File: config.mk
export PLATFORM = sky130hd
export DESIGN_NAME = sm3_hash_core_flat
export DESIGN_NICKNAME = d
export VERILOG_FILES = /design/src/hdl/sm3c_pkg.sv /design/src/hdl/sm3c_if.sv /design/src/hdl/sm3c_round.sv /design/src/hdl/sm3_hash_core.sv /design/src/flat_wrapper.sv
export VERILOG_INCLUDE_DIRS = /design/src /design/src/hdl
export SDC_FILE = /design/constraint.sdc
export NUM_CORES = 2
export LEC_CHECK = 0
export ABC_AREA = 1
export BUFFER_PORTS_ARGS = -buffer_cell sky130_fd_sc_hd__buf_2
export CAP_MARGIN = 20
export CORE_ASPECT_RATIO = 1.25
export CORE_MARGIN = 2
export CORE_UTILIZATION = 46
export CTS_BUF_LIST = sky130_fd_sc_hd__clkbuf_8
export DETAILED_ROUTE_END_ITERATION = 8
export SLEW_MARGIN = 10
export SYNTH_ARGS = -nofsm -noshare
export SYNTH_HDL_FRONTEND = slang
export SYNTH_SLANG_ARGS = --single-unit
File: constraint.sdc
create_clock -name clk -period 15.9 [get_ports clk]
set_input_delay 1.59 -clock clk [delete_from_list [all_inputs] [get_ports clk]]
set_output_delay 1.59 -clock clk [all_outputs]
set_load 0.05 [all_outputs]
File: src/hdl/assert_macros.svh
// Assertion macros used by the SM3 hash core.
`ifndef ASSERT_MACROS_SVH
`define ASSERT_MACROS_SVH

`ifndef NO_ASSERTIONS
`define ASSERT_IMPL(lbl, clk, rstn, ante, cons, msg) \
    lbl: assert property (@(posedge clk) disable iff (!(rstn)) (ante) |-> (cons)) \
        else $error(msg);
`define ASSERT_NEXT(lbl, clk, rstn, ante, cons, msg) \
    lbl: assert property (@(posedge clk) disable iff (!(rstn)) (ante) |=> (cons)) \
        else $error(msg);
`else
`define ASSERT_IMPL(lbl, clk, rstn, ante, cons, msg)
`define ASSERT_NEXT(lbl, clk, rstn, ante, cons, msg)
`endif

`endif

File: src/hdl/sm3c_pkg.sv
package sm3c_pkg;

    localparam int WORD_W  = 32;
    localparam int COUNT_W = 3;
    localparam int INDEX_W = 3;

    typedef logic [WORD_W-1:0] word_t;
    typedef logic [7:0][WORD_W-1:0] vars_t;

    localparam word_t TC_LOW    = 32'h79cc4519;
    localparam word_t TC_HIGH   = 32'h7a879d8a;
    localparam word_t MARK_WORD = 32'h80000000;

    localparam vars_t SM3_IV = {
        32'hb0fb0e4e, 32'he38dee4d, 32'h163138aa, 32'ha96f30bc,
        32'hda8a0600, 32'h172442d7, 32'h4914b2b9, 32'h7380166f
    };

    function automatic word_t rotl32(input word_t x, input logic [4:0] n);
        logic [2*WORD_W-1:0] dbl;
        dbl = {x, x} << n;
        return dbl[2*WORD_W-1:WORD_W];
    endfunction

    function automatic word_t perm0(input word_t x);
        return x ^ rotl32(x, 5'd9) ^ rotl32(x, 5'd17);
    endfunction

    function automatic word_t perm1(input word_t x);
        return x ^ rotl32(x, 5'd15) ^ rotl32(x, 5'd23);
    endfunction

endpackage

File: src/hdl/sm3c_if.sv
interface sm3c_in_if;
    import sm3c_pkg::*;

    logic                 valid;
    logic                 ready;
    logic [WORD_W-1:0]    message_word;
    logic [COUNT_W-1:0]   byte_count;
    logic                 last;

    modport source (output valid, output message_word, output byte_count, output last,
                    input ready);
    modport sink (input valid, input message_word, input byte_count, input last,
                  output ready);
endinterface

interface sm3c_out_if;
    import sm3c_pkg::*;

    logic                 valid;
    logic                 ready;
    logic [WORD_W-1:0]    digest_word;
    logic [INDEX_W-1:0]   word_index;
    logic                 digest_last;

    modport source (output valid, output digest_word, output word_index, output digest_last,
                    input ready);
    modport sink (input valid, input digest_word, input word_index, input digest_last,
                  output ready);
endinterface

File: src/hdl/sm3c_round.sv
module sm3c_round (
    input  logic [5:0]     rnd,
    input  sm3c_pkg::vars_t v,
    input  sm3c_pkg::word_t w0,
    input  sm3c_pkg::word_t w4,
    output sm3c_pkg::vars_t v_out
);
    import sm3c_pkg::*;

    word_t tc;
    word_t a12;
    word_t ss1;
    word_t ss2;
    word_t ff;
    word_t gg;
    word_t tt1;
    word_t tt2;

    assign tc  = (rnd < 6'd16) ? TC_LOW : TC_HIGH;
    assign a12 = rotl32(v[0], 5'd12);
    assign ss1 = rotl32(a12 + v[4] + rotl32(tc, rnd[4:0]), 5'd7);
    assign ss2 = ss1 ^ a12;

    always_comb
    begin
        if (rnd < 6'd16)
        begin
            ff = v[0] ^ v[1] ^ v[2];
            gg = v[4] ^ v[5] ^ v[6];
        end
        else
        begin
            ff = (v[0] & v[1]) | (v[0] & v[2]) | (v[1] & v[2]);
            gg = (v[4] & v[5]) | (~v[4] & v[6]);
        end
    end

    assign tt1 = ff + v[3] + ss2 + (w0 ^ w4);
    assign tt2 = gg + v[7] + ss1 + w0;

    assign v_out[0] = tt1;
    assign v_out[1] = v[0];
    assign v_out[2] = rotl32(v[1], 5'd9);
    assign v_out[3] = v[2];
    assign v_out[4] = perm0(tt2);
    assign v_out[5] = v[4];
    assign v_out[6] = rotl32(v[5], 5'd19);
    assign v_out[7] = v[6];

endmodule

File: src/hdl/sm3_hash_core.sv
// SM3 hash core, 256-bit digest.
// Channel msg (sink): one big-endian message word per transfer, with the
// number of valid leading bytes and a last-of-message flag. Channel dig
// (source): eight digest words, index 0 first, digest_last on index 7.
// A non-last word that does not close a 16-word block leaves msg.ready high.
// The word that closes a block starts 64 rounds of compression, one round
// per cycle through a single shared round unit; msg.ready is low meanwhile.
// After the last word, padding words enter one per cycle (up to 16), then
// 64 rounds, and when the length does not fit a second block of up to 16 pad
// words and 64 rounds follows. The first digest word is then offered; the
// eight words leave at one per cycle while dig.ready is high. A stall on dig
// holds the current word and blocks msg until all eight have transferred.
// The chaining value then returns to the IV and the bit count to zero.
// Reset (rst_n low, asynchronous) loads the IV, clears the bit count and the
// block fill position, and leaves the core ready for a new message.
module sm3_hash_core (
    input  logic clk,
    input  logic rst_n,
    sm3c_in_if.sink    msg,
    sm3c_out_if.source dig
);
    import sm3c_pkg::*;
    `include "assert_macros.svh"

    typedef enum logic [3:0] {
        ST_IDLE = 4'b0001,
        ST_PAD  = 4'b0010,
        ST_COMP = 4'b0100,
        ST_OUT  = 4'b1000
    } state_t;

    state_t             state_reg, state_next;
    vars_t              cv_reg, cv_next;
    vars_t              v_reg, v_next;
    logic [15:0][31:0]  win_reg, win_next;
    logic [63:0]        bitlen_reg, bitlen_next;
    logic [3:0]         pos_reg, pos_next;
    logic [5:0]         rnd_reg, rnd_next;
    logic [2:0]         idx_reg, idx_next;
    logic               marker_reg, marker_next;
    logic               extra_reg, extra_next;
    logic               final_reg, final_next;
    logic               padact_reg, padact_next;

    logic               push_en;
    word_t              push_data;
    logic [2:0]         cnt_eff;
    word_t              pad_word;
    word_t              exp_word;
    vars_t              round_out;

    sm3c_round u_round (
        .rnd   (rnd_reg),
        .v     (v_reg),
        .w0    (win_reg[0]),
        .w4    (win_reg[4]),
        .v_out (round_out)
    );

    assign cnt_eff = (msg.byte_count > 3'd4) ? 3'd4 : msg.byte_count;

    always_comb
    begin
        case (cnt_eff)
            3'd0:    pad_word = MARK_WORD;
            3'd1:    pad_word = {msg.message_word[31:24], 24'h800000};
            3'd2:    pad_word = {msg.message_word[31:16], 16'h8000};
            3'd3:    pad_word = {msg.message_word[31:8], 8'h80};
            default: pad_word = msg.message_word;
        endcase
    end

    assign exp_word = perm1(win_reg[0] ^ win_reg[7] ^ rotl32(win_reg[13], 5'd15))
                      ^ rotl32(win_reg[3], 5'd7) ^ win_reg[10];

    assign msg.ready       = (state_reg == ST_IDLE);
    assign dig.valid       = (state_reg == ST_OUT);
    assign dig.digest_word = cv_reg[idx_reg];
    assign dig.word_index  = idx_reg;
    assign dig.digest_last = (idx_reg == 3'd7);

    always_comb
    begin
        state_next  = state_reg;
        cv_next     = cv_reg;
        v_next      = v_reg;
        win_next    = win_reg;
        bitlen_next = bitlen_reg;
        pos_next    = pos_reg;
        rnd_next    = rnd_reg;
        idx_next    = idx_reg;
        marker_next = marker_reg;
        extra_next  = extra_reg;
        final_next  = final_reg;
        padact_next = padact_reg;
        push_en     = 1'b0;
        push_data   = '0;

        case (state_reg)
            ST_IDLE:
            begin
                if (msg.valid)
                begin
                    push_en = 1'b1;
                    if (!msg.last)
                    begin
                        push_data   = msg.message_word;
                        bitlen_next = bitlen_reg + 64'd32;
                    end
                    else
                    begin
                        bitlen_next = bitlen_reg + {58'd0, cnt_eff, 3'd0};
                        padact_next = 1'b1;
                        push_data   = pad_word;
                        if (cnt_eff == 3'd4)
                        begin
                            marker_next = 1'b0;
                        end
                        else
                        begin
                            marker_next = 1'b1;
                            extra_next  = (pos_reg == 4'd14);
                        end
                        if (pos_reg != 4'd15)
                        begin
                            state_next = ST_PAD;
                        end
                    end
                end
            end
            ST_PAD:
            begin
                push_en = 1'b1;
                if (!marker_reg)
                begin
                    push_data   = MARK_WORD;
                    marker_next = 1'b1;
                    extra_next  = (pos_reg == 4'd14);
                end
                else if (pos_reg == 4'd14 && !extra_reg)
                begin
                    push_data = bitlen_reg[63:32];
                end
                else if (pos_reg == 4'd15 && !extra_reg)
                begin
                    push_data  = bitlen_reg[31:0];
                    final_next = 1'b1;
                end
                else
                begin
                    push_data = '0;
                end
            end
            ST_COMP:
            begin
                v_next   = round_out;
                rnd_next = rnd_reg + 6'd1;
                for (int i = 0; i < 15; i++)
                begin
                    win_next[i] = win_reg[i+1];
                end
                win_next[15] = exp_word;
                if (rnd_reg == 6'd63)
                begin
                    cv_next = cv_reg ^ round_out;
                    if (final_reg)
                    begin
                        state_next = ST_OUT;
                    end
                    else if (padact_reg)
                    begin
                        state_next = ST_PAD;
                    end
                    else
                    begin
                        state_next = ST_IDLE;
                    end
                end
            end
            ST_OUT:
            begin
                if (dig.ready)
                begin
                    idx_next = idx_reg + 3'd1;
                    if (idx_reg == 3'd7)
                    begin
                        cv_next     = SM3_IV;
                        bitlen_next = '0;
                        final_next  = 1'b0;
                        padact_next = 1'b0;
                        state_next  = ST_IDLE;
                    end
                end
            end
            default:
            begin
                state_next = ST_IDLE;
            end
        endcase

        if (push_en)
        begin
            for (int i = 0; i < 15; i++)
            begin
                win_next[i] = win_reg[i+1];
            end
            win_next[15] = push_data;
            pos_next     = pos_reg + 4'd1;
            if (pos_reg == 4'd15)
            begin
                state_next = ST_COMP;
                rnd_next   = '0;
                v_next     = cv_reg;
                extra_next = 1'b0;
            end
        end
    end

    always_ff @(posedge clk or negedge rst_n)
    begin
        if (!rst_n)
        begin
            state_reg  <= ST_IDLE;
            cv_reg     <= SM3_IV;
            bitlen_reg <= '0;
            pos_reg    <= '0;
            rnd_reg    <= '0;
            idx_reg    <= '0;
            marker_reg <= 1'b0;
            extra_reg  <= 1'b0;
            final_reg  <= 1'b0;
            padact_reg <= 1'b0;
        end
        else
        begin
            state_reg  <= state_next;
            cv_reg     <= cv_next;
            bitlen_reg <= bitlen_next;
            pos_reg    <= pos_next;
            rnd_reg    <= rnd_next;
            idx_reg    <= idx_next;
            marker_reg <= marker_next;
            extra_reg  <= extra_next;
            final_reg  <= final_next;
            padact_reg <= padact_next;
        end
    end

    always_ff @(posedge clk)
    begin
        v_reg   <= v_next;
        win_reg <= win_next;
    end

    `ASSERT_IMPL(a_rnd_idle, clk, rst_n, state_reg != ST_COMP, rnd_reg == 6'd0,
                 "round counter left non-zero outside compression")
    `ASSERT_IMPL(a_comp_full, clk, rst_n, state_reg == ST_COMP, pos_reg == 4'd0,
                 "compression running on a partly filled block")
    `ASSERT_IMPL(a_out_blocks, clk, rst_n, dig.valid, !msg.ready,
                 "message accepted while digest pending")
    `ASSERT_NEXT(a_out_done, clk, rst_n, dig.valid && dig.ready && dig.digest_last,
                 state_reg == ST_IDLE && bitlen_reg == 64'd0 && cv_reg == SM3_IV,
                 "core not returned to IV after digest")

endmodule

File: src/flat_wrapper.sv
// flat-port wrapper written by rule: the top's interface ports become plain ports
module sm3_hash_core_flat import sm3c_pkg::*;
  (clk, rst_n, msg_valid, msg_message_word, msg_byte_count, msg_last, msg_ready, dig_valid, dig_digest_word, dig_word_index, dig_digest_last, dig_ready);
  sm3c_in_if msg_i ();
  sm3c_out_if dig_i ();
  input  logic clk;
  input  logic rst_n;
  input wire logic [$bits(msg_i.valid)-1:0] msg_valid;
  input wire logic [$bits(msg_i.message_word)-1:0] msg_message_word;
  input wire logic [$bits(msg_i.byte_count)-1:0] msg_byte_count;
  input wire logic [$bits(msg_i.last)-1:0] msg_last;
  output wire logic [$bits(msg_i.ready)-1:0] msg_ready;
  output wire logic [$bits(dig_i.valid)-1:0] dig_valid;
  output wire logic [$bits(dig_i.digest_word)-1:0] dig_digest_word;
  output wire logic [$bits(dig_i.word_index)-1:0] dig_word_index;
  output wire logic [$bits(dig_i.digest_last)-1:0] dig_digest_last;
  input wire logic [$bits(dig_i.ready)-1:0] dig_ready;
  assign msg_i.valid = msg_valid;
  assign msg_i.message_word = msg_message_word;
  assign msg_i.byte_count = msg_byte_count;
  assign msg_i.last = msg_last;
  assign msg_ready = msg_i.ready;
  assign dig_valid = dig_i.valid;
  assign dig_digest_word = dig_i.digest_word;
  assign dig_word_index = dig_i.word_index;
  assign dig_digest_last = dig_i.digest_last;
  assign dig_i.ready = dig_ready;
  sm3_hash_core u_core (.clk(clk), .rst_n(rst_n), .msg(msg_i), .dig(dig_i));
endmodule
==> summary by stage <==
Run status
The flow ran to the end, and the final reports show no timing, DRC or antenna violations.

Timing
The time the final worst path needs with I/O delays and setup is 10.73 ns. Static timing analysis puts the maximum clock frequency at 0.0932 GHz. After layout, the worst path uses 67.5% of the clock period.

Setup total negative slack on the finished layout was measured at 0 ns. Setup repair after global routing left no endpoint under its margin. The number of max-slew violations in the final report came to 0.

On the final layout, the worst clock skew is 0.0561 ns. Measured against its own limit, the worst slew margin works out to 5.60%. The final setup violation count is 0. The count of endpoints failing hold in the final timing report came to 0.

The transition at the pin with the smallest max-transition slack is 1.40 ns.

Setup path
The worst setup path is captured at a register. Counting cells, the worst reg-to-reg path comes to 39. The signal arrival time at the worst endpoint is 11.59 ns. In this run the worst setup path begins at u_core.rnd_reg[4]. On the critical path, the stage with the largest delay is an instance of sky130_fd_sc_hd__xnor2_1. The critical setup path kind is reg2reg. The setup slack of the worst register-to-register path is 5.17 ns.

The worst register-to-register path ends at u_core.cv_reg[135]. The worst register-to-register path begins at u_core.rnd_reg[4]. Data on the critical path is required at its endpoint by 16.76 ns.

In this design, the critical path's most frequently occurring cell is sky130_fd_sc_hd__nand2_1. The critical path ends at u_core.cv_reg[135]. Along the worst path, the maximum fanout reaches 35. The largest incremental delay on the critical path is 0.75 ns. The critical path startpoint category is a register.

Layout
The proportion of layout cells with a drive suffix above 1 is 8.56%. Relative to the synthesized area, the layout overhead comes to 9.51%. The area of the multi-input gates is 27400 sq um. Registers take 29100 sq um. The final layout contains 7316 nets.

After filler insertion, the fill cell instance count of the layout stands at 12617. The number of flip-flops in the largest register is 512.

Logic synthesis
In the post-synthesis netlist, the biggest area contributors are sky130_fd_sc_hd__edfxtp_1 25%, sky130_fd_sc_hd__dfrtp_1 9.0%, sky130_fd_sc_hd__dfxtp_1 8.4%. For this run, the register share of the synthesized area comes to 47.8%. The most frequent cell after synthesis is sky130_fd_sc_hd__nand2_1. The commonest cells after synthesis are 1298 x sky130_fd_sc_hd__nand2_1, 861 x sky130_fd_sc_hd__inv_1, 722 x sky130_fd_sc_hd__o21ai_0. A synthesized cell averages 8.79 sq um.

Counting flops with an async set or reset pin after synthesis yields a share of 30.6%. The combined area of all synthesized cells is 60900 sq um. The number of nets handed over by synthesis was 7268.

The synthesized design devotes to its leading area cell type 25.2% of total area. The most used flip-flop cell after synthesis is sky130_fd_sc_hd__edfxtp_1. Of all cell types, the one taking the most synthesized area is sky130_fd_sc_hd__edfxtp_1. The count of warnings emitted by yosys is 0. The synthesized design contains 512 enable-type register cells. Synthesis handed over a netlist of 6933 instances. Synthesis instantiated 63 different standard cells from the library. In this run, synthesis produced a sequential element count of 1106.

Global routing
The number of antenna violations at the first check in global routing is 14. The total overflow left after global routing is 0. The number of global-route vias before repair is 48778.

The first global-routing pass estimated 355000 microns of wire. The overall track demand over capacity in global routing is 37.2%. Entering global routing, the biggest net connects 172 pins.

Hold path
The worst hold path begins at u_core.win_reg[36]. The class of the tightest hold or removal check is reg2reg.

Die
The die is 411 microns tall. During I/O placement, the number of pins put on the boundary was 78. The initial core utilization is 46.3%. The die covers 135000 sq um. The total area inside the core boundary comes to 132000 sq um. The initialized floorplan defines 149 standard-cell rows. The die is 330 microns wide.

Job
Across the run, the number of max-cap violations was 0.

Route
The post-detailed-route wirelength per cell is 28.5 microns. The sum of met3 wire segment lengths after detailed routing is 14800 microns. The total routed wirelength is 253000 microns. Before antenna repair, the detailed router went through 9 iterations. The detailed router finished its first iteration with 5345 violations.

The count of antenna-violating nets left after detailed routing is 0. The detailed-route via count is 50973. The detailed route wirelength on metal2 is 121000 microns. The count of unresolved DRC violations after routing is 0.

The detailed router put a total of 91400 microns of wire on met1. The vias per cell is 5.74. After detailed routing, no signal wire sits above met5.

Clocking
The quantity of hold-fixing buffers added after cts is 0. The deepest level of the CTS H-tree is 4. Post-CTS repair changed the size of 0 cells.

In this run the post-CTS setup repair buffer count came out at 0. TritonCTS built the clock tree. The deepest clock path buffer count is 3.

The number of clock buffers added by TritonCTS is 181. The root buffer cell chosen for the clock tree is sky130_fd_sc_hd__clkbuf_8. The CTS sink count is 1106.

The clock insertion delay at the later pin of the skew report is 0.96 ns. Clock-pin slew was measured on the worst setup and hold paths at 0.07 ns.

Placement
At the end of routability-driven placement, the weighted congestion stood at 1.05. After legalization and detailed placement, the total HPWL measured 191000 microns. The number of buffers inserted by port buffering is 77.
## placed cells by master (no fill, tap or decap), drive strengths merged, types with 54 or more instances in the layout
master / instances
dfxtp: 256
buf: 152
dfrtp: 218
inv: 955
a21oi: 553
xor2: 239
edfxtp: 512
a31oi: 108
o21ai: 739
dfstp: 120
ha: 106
nand2: 1303
nor3: 258
xnor2: 124
nand3: 328
nor2: 403
nand4: 54
clkbuf: 207
fa: 189
## kinds of logic after synthesis
kind of cell / share of synthesized area (%)
AND/OR/NAND/NOR: 16.9
adder cells (fa/ha/maj): 8.39
XOR/XNOR: 5.26
multiplexers: 0.444
flip-flops: 47.8
buffers and inverters: 7.37
AO/OA/AOI/OAI: 13.9
## routing by layer
layer	GRT usage, %	vias to the layer above
met3	6.35	658
met1	41.6	24853
met2	62.0	2125
met5	0	-
li1	-	23327
met4	30.9	10
## how the worst min path moves through the flow
stage	to	slack, ns	depth (start not counted)
after global placement	u_core.win_reg[229]	0.40	0
after floorplan	u_core.win_reg[0]	0.40	0
final	u_core.win_reg[4]	0.39	0
after global routing	u_core.win_reg[132]	0.40	0
after detailed placement	u_core.win_reg[139]	0.40	0
after CTS	u_core.win_reg[44]	0.40	0
## stage by stage
stage          area, sq um  instances  hold WS, ns  utilization [%]  setup slack [ns]
6_report             66700       8882        0.395             50.7              5.17
5_1_grt              66700       8873        0.404             50.7              4.81
4_1_cts              66700       8872        0.397             50.7              5.33
3_5_place_dp         63000       8534        0.405             47.8              5.34
3_3_place_gp         63000       8534        0.400             47.8              5.31
2_1_floorplan        60900       6933        0.400                -              1.82
## cell type report
type	instances	share of cell area [%]
Tap cell	1736	3.26
Clock inverter	131	1.31
Multi-Input combinational cell	4661	41.0
Inverter	879	4.99
Timing Repair Buffer	152	1.47
Sequential cell	1106	43.6
Antenna cell	10	0.0375
Clock buffer	207	4.27
## critical path, delay by kind of cell, from the launching register on
kind | cells | cell delay (ns)
DFF | 1 | 0.36
xor gates and xnor gates | 2 | 1.21
AOI/OAI and AO/OA | 8 | 2.43
and+or+nand+nor | 16 | 2.12
buffers and inverters | 6 | 1.24
adders and majority gates | 7 | 3.14
Power is not shown: default switching activity piles up to over one toggle a cycle in this logic, so the estimate is an artifact.
